--- src/rtl/core/tsjs_pkg.sv ---
package tsjs_pkg;

   localparam logic [2:0] KIND_CREATE  = 3'd0;
   localparam logic [2:0] KIND_TICK    = 3'd1;
   localparam logic [2:0] KIND_YIELD   = 3'd2;
   localparam logic [2:0] KIND_JOIN    = 3'd3;
   localparam logic [2:0] KIND_EXIT    = 3'd4;
   localparam logic [2:0] KIND_SUSPEND = 3'd5;
   localparam logic [2:0] KIND_RESUME  = 3'd6;

   localparam logic [2:0] RS_OK        = 3'd0;
   localparam logic [2:0] RS_JOIN_DONE = 3'd1;
   localparam logic [2:0] RS_JOIN_WAIT = 3'd2;
   localparam logic [2:0] RS_NOT_FOUND = 3'd3;
   localparam logic [2:0] RS_IDS_OUT   = 3'd4;
   localparam logic [2:0] RS_NO_READY  = 3'd5;
   localparam logic [2:0] RS_DELIVERED = 3'd6;

   localparam logic [2:0] TH_ABSENT   = 3'd0;
   localparam logic [2:0] TH_RUNNING  = 3'd1;
   localparam logic [2:0] TH_READY    = 3'd2;
   localparam logic [2:0] TH_BLOCKED  = 3'd3;
   localparam logic [2:0] TH_FINISHED = 3'd4;
   localparam logic [2:0] TH_REAPED   = 3'd5;

   typedef enum logic [2:0] {
      TS_CUR,
      TS_CUR0,
      TS_TGT,
      TS_NEW,
      TS_WAIT,
      TS_HEAD
   } tid_src_type;

   typedef struct packed {
      logic        latch;
      logic        idx_clr;
      logic        idx_inc;
      logic        sel;
      logic        mode;
      logic        list_rd;
      logic        list_nxt;
      logic        list_shift;
      logic        cnt_dec;
      logic        rdy_push;
      tid_src_type rdy_src;
      logic        blk_push;
      tid_src_type blk_src;
      logic        blk_join;
      logic        st_rd;
      tid_src_type st_rd_src;
      logic        st_wr;
      tid_src_type st_wr_src;
      logic [2:0]  st_val;
      logic        fin_rd;
      logic        fin_set;
      logic        fin_clr;
      logic        q_rd;
      logic        q_tgt;
      logic        q_inc;
      logic        hi_inc;
      logic        cur_load;
      logic        wait_cap;
      logic        set_code;
      logic [2:0]  code;
      logic        set_sub_new;
      logic        set_jv;
      logic        out_load;
      logic        out_second;
      logic        out_last;
   } cmd_type;

   typedef struct packed {
      logic [2:0] kind;
      logic       tgt_is_cur;
      logic       rdy_empty;
      logic       ids_full;
      logic [2:0] st_q;
      logic       fin_ok;
      logic       match;
      logic       scan_end;
      logic       rm_end;
      logic       out_free;
   } stat_type;

endpackage

--- src/rtl/core/tsjs_ctrl.sv ---
module tsjs_ctrl import tsjs_pkg::*; (
   input  logic     clock,
   input  logic     reset,
   input  logic     req_valid,
   input  stat_type stat,
   output logic     busy,
   output cmd_type  cmd
);

   typedef enum logic [4:0] {
      S_IDLE,
      S_DISP,
      S_TICK_WR,
      S_SW_RD,
      S_SW_CK,
      S_SW_HD_RD,
      S_SW_HD,
      S_JOIN_CK,
      S_EXIT_CK,
      S_EXIT_W,
      S_EXIT_MK,
      S_SUSP_CK,
      S_SUSP_B,
      S_RES_CK,
      S_RES_B,
      S_SCAN_RD,
      S_SCAN_CK,
      S_RM_RD,
      S_RM_WR,
      S_EMIT_RD,
      S_EMIT_WT,
      S_EMIT2
   } state_type;

   state_type state_ff, state_in;
   state_type ret_ff, ret_in;
   logic      sel_ff, sel_in;
   logic      mode_ff, mode_in;
   logic      found_ff, found_in;
   logic      two;

   assign two  = found_ff && (stat.kind == KIND_EXIT);
   assign busy = (state_ff != S_IDLE);

   always_comb begin
      cmd      = '0;
      cmd.sel  = sel_ff;
      cmd.mode = mode_ff;
      state_in = state_ff;
      ret_in   = ret_ff;
      sel_in   = sel_ff;
      mode_in  = mode_ff;
      found_in = found_ff;
      unique case (state_ff)
         S_IDLE: begin
            if (req_valid) begin
               cmd.latch = 1'b1;
               found_in  = 1'b0;
               state_in  = S_DISP;
            end
         end
         S_DISP: begin
            unique case (stat.kind)
               KIND_CREATE: begin
                  if (stat.ids_full) begin
                     cmd.set_code = 1'b1;
                     cmd.code     = RS_IDS_OUT;
                  end else begin
                     cmd.hi_inc      = 1'b1;
                     cmd.st_wr       = 1'b1;
                     cmd.st_wr_src   = TS_NEW;
                     cmd.st_val      = TH_READY;
                     cmd.rdy_push    = 1'b1;
                     cmd.rdy_src     = TS_NEW;
                     cmd.set_sub_new = 1'b1;
                  end
                  state_in = S_EMIT_RD;
               end
               KIND_TICK: begin
                  cmd.q_rd = 1'b1;
                  state_in = S_TICK_WR;
               end
               KIND_YIELD: begin
                  state_in = S_SW_RD;
               end
               KIND_JOIN: begin
                  cmd.st_rd     = 1'b1;
                  cmd.st_rd_src = TS_TGT;
                  cmd.fin_rd    = 1'b1;
                  state_in      = S_JOIN_CK;
               end
               KIND_EXIT: begin
                  cmd.idx_clr = 1'b1;
                  sel_in      = 1'b1;
                  mode_in     = 1'b1;
                  ret_in      = S_EXIT_CK;
                  state_in    = S_SCAN_RD;
               end
               KIND_SUSPEND: begin
                  if (stat.tgt_is_cur) begin
                     if (stat.rdy_empty) begin
                        cmd.set_code = 1'b1;
                        cmd.code     = RS_NO_READY;
                        state_in     = S_EMIT_RD;
                     end else begin
                        cmd.st_wr     = 1'b1;
                        cmd.st_wr_src = TS_CUR0;
                        cmd.st_val    = TH_BLOCKED;
                        cmd.blk_push  = 1'b1;
                        cmd.blk_src   = TS_CUR0;
                        state_in      = S_SW_RD;
                     end
                  end else begin
                     cmd.idx_clr = 1'b1;
                     sel_in      = 1'b0;
                     mode_in     = 1'b0;
                     ret_in      = S_SUSP_CK;
                     state_in    = S_SCAN_RD;
                  end
               end
               KIND_RESUME: begin
                  cmd.idx_clr = 1'b1;
                  sel_in      = 1'b1;
                  mode_in     = 1'b0;
                  ret_in      = S_RES_CK;
                  state_in    = S_SCAN_RD;
               end
               default: begin
                  state_in = S_EMIT_RD;
               end
            endcase
         end
         S_TICK_WR: begin
            cmd.q_inc = 1'b1;
            state_in  = S_SW_RD;
         end
         S_SW_RD: begin
            cmd.st_rd     = 1'b1;
            cmd.st_rd_src = TS_CUR;
            state_in      = S_SW_CK;
         end
         S_SW_CK: begin
            sel_in      = 1'b0;
            cmd.idx_clr = 1'b1;
            if (stat.st_q == TH_RUNNING) begin
               cmd.st_wr     = 1'b1;
               cmd.st_wr_src = TS_CUR;
               cmd.st_val    = TH_READY;
               cmd.rdy_push  = 1'b1;
               cmd.rdy_src   = TS_CUR;
               state_in      = S_SW_HD_RD;
            end else if (stat.rdy_empty) begin
               state_in = S_EMIT_RD;
            end else begin
               state_in = S_SW_HD_RD;
            end
         end
         S_SW_HD_RD: begin
            cmd.list_rd = 1'b1;
            state_in    = S_SW_HD;
         end
         S_SW_HD: begin
            cmd.cur_load  = 1'b1;
            cmd.st_wr     = 1'b1;
            cmd.st_wr_src = TS_HEAD;
            cmd.st_val    = TH_RUNNING;
            ret_in        = S_EMIT_RD;
            state_in      = S_RM_RD;
         end
         S_JOIN_CK: begin
            state_in = S_EMIT_RD;
            if (stat.st_q == TH_FINISHED && stat.fin_ok) begin
               cmd.set_jv    = 1'b1;
               cmd.fin_clr   = 1'b1;
               cmd.st_wr     = 1'b1;
               cmd.st_wr_src = TS_TGT;
               cmd.st_val    = TH_REAPED;
               cmd.set_code  = 1'b1;
               cmd.code      = RS_JOIN_DONE;
            end else if (stat.st_q == TH_READY || stat.st_q == TH_BLOCKED) begin
               cmd.set_code = 1'b1;
               if (stat.rdy_empty) begin
                  cmd.code = RS_NO_READY;
               end else begin
                  cmd.code      = RS_JOIN_WAIT;
                  cmd.st_wr     = 1'b1;
                  cmd.st_wr_src = TS_CUR0;
                  cmd.st_val    = TH_BLOCKED;
                  cmd.blk_push  = 1'b1;
                  cmd.blk_src   = TS_CUR0;
                  cmd.blk_join  = 1'b1;
                  state_in      = S_SW_RD;
               end
            end else begin
               cmd.set_code = 1'b1;
               cmd.code     = RS_NOT_FOUND;
            end
         end
         S_EXIT_CK: begin
            if (!found_ff && stat.rdy_empty) begin
               cmd.set_code = 1'b1;
               cmd.code     = RS_NO_READY;
               state_in     = S_EMIT_RD;
            end else if (found_ff) begin
               cmd.wait_cap = 1'b1;
               ret_in       = S_EXIT_W;
               state_in     = S_RM_RD;
            end else begin
               state_in = S_EXIT_MK;
            end
         end
         S_EXIT_W: begin
            cmd.rdy_push  = 1'b1;
            cmd.rdy_src   = TS_WAIT;
            cmd.st_wr     = 1'b1;
            cmd.st_wr_src = TS_WAIT;
            cmd.st_val    = TH_READY;
            state_in      = S_EXIT_MK;
         end
         S_EXIT_MK: begin
            cmd.st_wr     = 1'b1;
            cmd.st_wr_src = TS_CUR0;
            if (found_ff) begin
               cmd.st_val = TH_REAPED;
            end else begin
               cmd.st_val  = TH_FINISHED;
               cmd.fin_set = 1'b1;
            end
            state_in = S_SW_RD;
         end
         S_SUSP_CK: begin
            if (found_ff) begin
               ret_in   = S_SUSP_B;
               state_in = S_RM_RD;
            end else begin
               cmd.set_code = 1'b1;
               cmd.code     = RS_NOT_FOUND;
               state_in     = S_EMIT_RD;
            end
         end
         S_SUSP_B: begin
            cmd.st_wr     = 1'b1;
            cmd.st_wr_src = TS_TGT;
            cmd.st_val    = TH_BLOCKED;
            cmd.blk_push  = 1'b1;
            cmd.blk_src   = TS_TGT;
            state_in      = S_EMIT_RD;
         end
         S_RES_CK: begin
            if (found_ff) begin
               ret_in   = S_RES_B;
               state_in = S_RM_RD;
            end else begin
               cmd.set_code = 1'b1;
               cmd.code     = RS_NOT_FOUND;
               state_in     = S_EMIT_RD;
            end
         end
         S_RES_B: begin
            cmd.rdy_push  = 1'b1;
            cmd.rdy_src   = TS_TGT;
            cmd.st_wr     = 1'b1;
            cmd.st_wr_src = TS_TGT;
            cmd.st_val    = TH_READY;
            state_in      = S_EMIT_RD;
         end
         S_SCAN_RD: begin
            if (stat.scan_end) begin
               found_in = 1'b0;
               state_in = ret_ff;
            end else begin
               cmd.list_rd = 1'b1;
               state_in    = S_SCAN_CK;
            end
         end
         S_SCAN_CK: begin
            if (stat.match) begin
               found_in = 1'b1;
               state_in = ret_ff;
            end else begin
               cmd.idx_inc = 1'b1;
               state_in    = S_SCAN_RD;
            end
         end
         S_RM_RD: begin
            if (stat.rm_end) begin
               cmd.cnt_dec = 1'b1;
               state_in    = ret_ff;
            end else begin
               cmd.list_rd  = 1'b1;
               cmd.list_nxt = 1'b1;
               state_in     = S_RM_WR;
            end
         end
         S_RM_WR: begin
            cmd.list_shift = 1'b1;
            cmd.idx_inc    = 1'b1;
            state_in       = S_RM_RD;
         end
         S_EMIT_RD: begin
            cmd.q_rd  = 1'b1;
            cmd.q_tgt = 1'b1;
            state_in  = S_EMIT_WT;
         end
         S_EMIT_WT: begin
            if (stat.out_free) begin
               cmd.out_load = 1'b1;
               cmd.out_last = !two;
               state_in     = two ? S_EMIT2 : S_IDLE;
            end
         end
         S_EMIT2: begin
            if (stat.out_free) begin
               cmd.out_load   = 1'b1;
               cmd.out_second = 1'b1;
               cmd.out_last   = 1'b1;
               state_in       = S_IDLE;
            end
         end
         default: begin
            state_in = S_IDLE;
         end
      endcase
   end

   always_ff @(posedge clock) begin
      if (reset) begin
         state_ff <= S_IDLE;
         ret_ff   <= S_IDLE;
         sel_ff   <= 1'b0;
         mode_ff  <= 1'b0;
         found_ff <= 1'b0;
      end else begin
         state_ff <= state_in;
         ret_ff   <= ret_in;
         sel_ff   <= sel_in;
         mode_ff  <= mode_in;
         found_ff <= found_in;
      end
   end

endmodule

--- config.mk ---
export PLATFORM = sky130hd
export DESIGN_NAME = tsjs_ctrl
export DESIGN_NICKNAME = d
export VERILOG_FILES = /design/src/rtl/core/tsjs_pkg.sv /design/src/rtl/core/tsjs_ctrl.sv
export SDC_FILE = /design/constraint.sdc
export NUM_CORES = 1
export LEC_CHECK = 0
export BUFFER_PORTS_ARGS = -buffer_cell sky130_fd_sc_hd__buf_2
export CORE_AREA = 2 2 62 64
export DETAILED_ROUTE_END_ITERATION = 12
export DIE_AREA = 0 0 64 66
export GPL_ROUTABILITY_DRIVEN = 0
export GPL_TIMING_DRIVEN = 0
export PLACE_DENSITY = 0.79
export SLEW_MARGIN = 20
export SYNTH_ARGS = -nofsm -noshare
export SYNTH_HDL_FRONTEND = slang
export SYNTH_SLANG_ARGS = --single-unit
--- constraint.sdc ---
create_clock -name clock -period 2.43 [get_ports clock]
set_input_delay 0 -clock clock [delete_from_list [all_inputs] [get_ports clock]]
set_output_delay 0 -clock clock [all_outputs]
set_load 0.005 [all_outputs]
* After elaboration in Yosys (flattened, before gate mapping)
Cells that the tools add are included.
W data, S select, Z words.
** Operators by class
- Equality and inequality tests :: 44
- Multiplexer cells :: 103
- Reductions and logical operators :: 23
** Operator list (count)
- $mux W5 :: 23
- $pmux W5 S18 :: 1
- $pmux W7 S8 :: 1
- $mux W4 :: 13
- $pmux W5 S5 :: 2
- $mux W7 :: 6
- $eq A5 B4 Y1 const B :: 8
- $mux W1 :: 34
- $pmux W4 S4 :: 2
- $eq A5 B5 Y1 const B :: 6
- $eq A5 B3 Y1 const B :: 4
- $ne A2 B2 Y1 const B :: 10
- $pmux W1 S2 :: 8
- $pmux W4 S2 :: 2
- $pmux W5 S3 :: 1
- $pmux W7 S2 :: 1
- $eq A3 B2 Y1 const B :: 4
- $eq A3 B3 Y1 const B :: 4
- $pmux W4 S3 :: 1
- $eq A5 B2 Y1 const B :: 2
- $reduce_bool A5 Y1 :: 2
- $reduce_or A2 Y1 :: 5
- $mux W3 :: 3
- $pmux W1 S3 :: 3
- 16 further kinds :: 24
** Storage, ports and cells
- Register bits :: 13
- Input bits :: 17
- Logic and storage cells :: 175

* Logic depth before layout (Yosys ltp)
- Depth in word-level cells :: 5
- Mapped depth :: 8

* Worst setup path before layout
No wires, ideal clock.
- Path type :: register to register
- Start point :: reg state_ff[4]
- End point :: reg state_ff[0]
- Arrival time :: 1667 ps
- Required time :: 2308 ps
- Setup slack :: 641 ps
- Stages on the path, launching flop included :: 8
- Cells stage by stage :: dfxtp_1 buf_2 or3b_1 clkbuf_1 o22ai_1 or2_1 a221o_1 o311a_1
** Between the ends
- Longest elaborated chain between the ends :: 3
** Ends and longest elaborated chain
- from (decl) :: line tsjs_ctrl.sv:35 : state_type state_ff, state_in;
- from (signal assigned) :: line tsjs_ctrl.sv:334 : state_ff <= state_in;
- $eq A5 B5 Y1, or another cell as far along :: line tsjs_ctrl.sv:54 : unique case (state_ff)
- $reduce_or A2 Y1 (no source line) or $ne A2 B2 Y1 (tied branches)
- $pmux W5 S18 or $reduce_and A3 Y1 (tied branches)
Parallel ways exist; a longest one is shown, timed or not.
A chain may end at the register's enable or synchronous reset.

==> run metrics <==
outcome complete, no violations; final std cells w/o fill 372; global-route wire length before repair 9335 um; max_cap viols 0; Syn Area/Cell 6.556 sq um; Fin Setup TNS 0 ns; area fraction of the dominant cell type after synthesis 15.33%; Critical R2R Launch state_ff[3]$_SDFFE_PP0P_; unrepaired setup endpoints after global routing false; ys flop type dfxtp_1; EDFF count, synth 0; pwr/cell area 723.6 nW/um^2; Inst Count DP 368; drt first pass iters 5; library cells used by synthesis 63; Clk Tree Root Cell clkbuf_4; Tcrit/Tclk final 93.30%; reg2reg path depth 7; Core ar. 3551 sq um; synth top area cells dfxtp_1 15%, nor2_1 7.5%, o21ai_0 5.0%; Hold Vio Cnt, Final 0; max layer used met4; met3 routed WL 614 um; drt total wl 5837 um; clock tree buffer depth 2; min Tclk post-route 2.267 ns; CTS clk-pin slew, worst paths 0.07 ns; Buffers on Ports 59; vias in the first global route 1,913; die area 4224 sq um; Slew headroom 49.04%; pin count of the biggest net entering global routing 11; CP arrival 2.27 ns; num rows 22; Setup CP Type reg2out; fillcell total 338; CTS tree built; H-Tree Depth 1; leakage 1.052 nW; worst hold endpoint state_ff[4]$_SDFFE_PP0P_; DP Wirelength 4482 um; area grow syn2layout 23.36%; post-synthesis register bit count 13; drt via density 5.949; HP Start reset; maximum vdd drop 404.2 uV; number of setup violations in the final report 0; share of cells above drive strength 1 28.70%; Iteration-0 DRC Markers 310; WHS Path Cells 3; clock sinks 13; per-cell routed wire length 15.69 um; vias 2,213; CP required 2.43 ns; post-synthesis sequential area ratio 15.33%; Met2 Routed Length 2514 um; Clock Latency Late Sink 0.27 ns; Initial Util 47.82%; largest area contributor in the netlist dfxtp_1; Hold Path Class in2reg; Startpoint Class flop; Worst setup EP type primary output; Post-DRT Antenna Nets 0; DRC Markers 0; gr ovfl total 0; f_max 441.1 MHz; Yosys warnings 0; Post-synth top cells 34 x nor2_1, 21 x nand2_1, 17 x o21ai_0; reg2reg setup slack 0.29 ns; io pins 65; final net count 342; FFs w/ async S/R, synth 0%; Clock Skew 0.003392 ns; Die W 64 um; FF-to-FF End state_ff[0]$_SDFFE_PP0P_; Final Max Tran Viols 0; met1 wire length 2478 um; mapped cell area 1698 sq um; most frequent cell after synthesis nor2_1; setup bufs post-CTS 0; Syn Inst Count 259; Global Route Usage Sum 27.86%; DIE HEIGHT 66 um; Num CTS Buffers 3; antenna violations before repair 0; diodes inserted 0; CP Max Fanout 10; Worst-Margin Slew 0.7586 ns
per-stage QoR:
| stage | hold slack, ns | cell area, sq um | total power (W) | setup slack (ns) | util, % |
|---|---|---|---|---|---|
| after detailed placement | 0.2939 | 2061 | 0.001348 | 0.3443 | 58.03 |
| after floorplan | 0.06039 | 1705 | 0.001049 | 0.6410 | - |
| final | 0.005050 | 2095 | 0.001516 | 0.1629 | 58.99 |
| after global placement | 0.2897 | 2061 | 0.001335 | 0.3816 | 58.03 |
| after global routing | 0.007518 | 2095 | 0.001636 | 0.07806 | 58.99 |
| after CTS | 0.0007999 | 2087 | 0.001483 | 0.1122 | 58.77 |
flip-flops by register name (all words and copies together) (netlist names):
name	cells
mode_ff	1
sel_ff	1
state_ff	5
found_ff	1
ret_ff	5
placed cells by master (no fill, tap or decap), types with 2 or more instances in the layout:
master / instances
clkbuf_4: 3
clkbuf_1: 10
mux2i_1: 4
o22ai_1: 4
buf_4: 9
nand2_1: 21
a221oi_1: 2
nand2b_1: 8
nor3b_1: 3
o211ai_1: 3
or2_2: 3
or3_1: 5
o31ai_1: 2
buf_6: 2
o21a_1: 4
buf_2: 68
o32ai_1: 2
nor2b_1: 4
clkinv_1: 2
nand3b_1: 3
nand4_1: 3
and3b_1: 2
dfxtp_1: 13
conb_1: 3
o311a_1: 2
and3_1: 3
nor3_1: 10
inv_1: 12
nor2_1: 34
a211oi_1: 4
a21oi_1: 16
or2_1: 2
nand3_1: 7
o21ai_0: 17
nor4_1: 3
logic make-up after synthesis:
logic type | Yosys count | synth area share, %
xor gates and xnor gates | 2 | 1.032
DFF | 13 | 15.33
muxes | 4 | 2.358
other | 1 | 0.2209
buffers and inverters | 45 | 13.49
and+or+nand+nor | 122 | 38.84
AOI/OAI and AO/OA | 72 | 28.74
worst max-delay path by stage:
stage / to / slack (ns) / depth (start not counted) / start
after CTS: cmd[5] / 0.11 / 7 / state_ff[4]$_SDFFE_PP0P_
after detailed placement: state_ff[2]$_SDFFE_PP0P_ / 0.34 / 7 / state_ff[4]$_SDFFE_PP0P_
after floorplan: state_ff[0]$_SDFFE_PP0P_ / 0.64 / 7 / state_ff[4]$_SDFFE_PP0P_
after global placement: state_ff[2]$_SDFFE_PP0P_ / 0.38 / 7 / state_ff[4]$_SDFFE_PP0P_
after global routing: cmd[21] / 0.08 / 6 / state_ff[4]$_SDFFE_PP0P_
final: cmd[21] / 0.16 / 6 / state_ff[3]$_SDFFE_PP0P_
layer usage:
layer / global-route usage, % / vias up
li1: - / 1058
met5: 0 / -
met1: 37.35 / 965
met3: 2.726 / 30
met4: 12.23 / 0
met2: 45.18 / 160
repair_timing:
item / CTS / global route
setup endpoints to repair: 0 / 2
gates resized for setup: 0 / 2
hold buffers: 0 / 0
power by group:
group	switching [W]	internal [W]	leakage [nW]
sequential	0.0000171	0.000254	0.106
clock	0.0000650	0.0000636	0.0150
combinational	0.000692	0.000424	0.931
critical path: stages, from the launching register on:
cell      delay, ns
dfxtp_1        0.32
buf_2          0.20
nor3_1         0.12
nand3_1        0.15
clkinv_1       0.31
or4b_2         0.74
buf_2          0.15
cell type report:
cell class              instances  area, sq um  share of cell area, %
flip-flops and latches         13        260.3                  12.43
clock buffers                   4        26.28                  1.254
plain buffers                  31        177.7                  8.483
multi-input cells             203         1222                  58.36
well taps                      48        60.06                  2.867
inverters                      14        52.55                  2.509
repair buffers                 59        295.3                  14.10
Note: power is estimated with default switching activity, not from simulation.
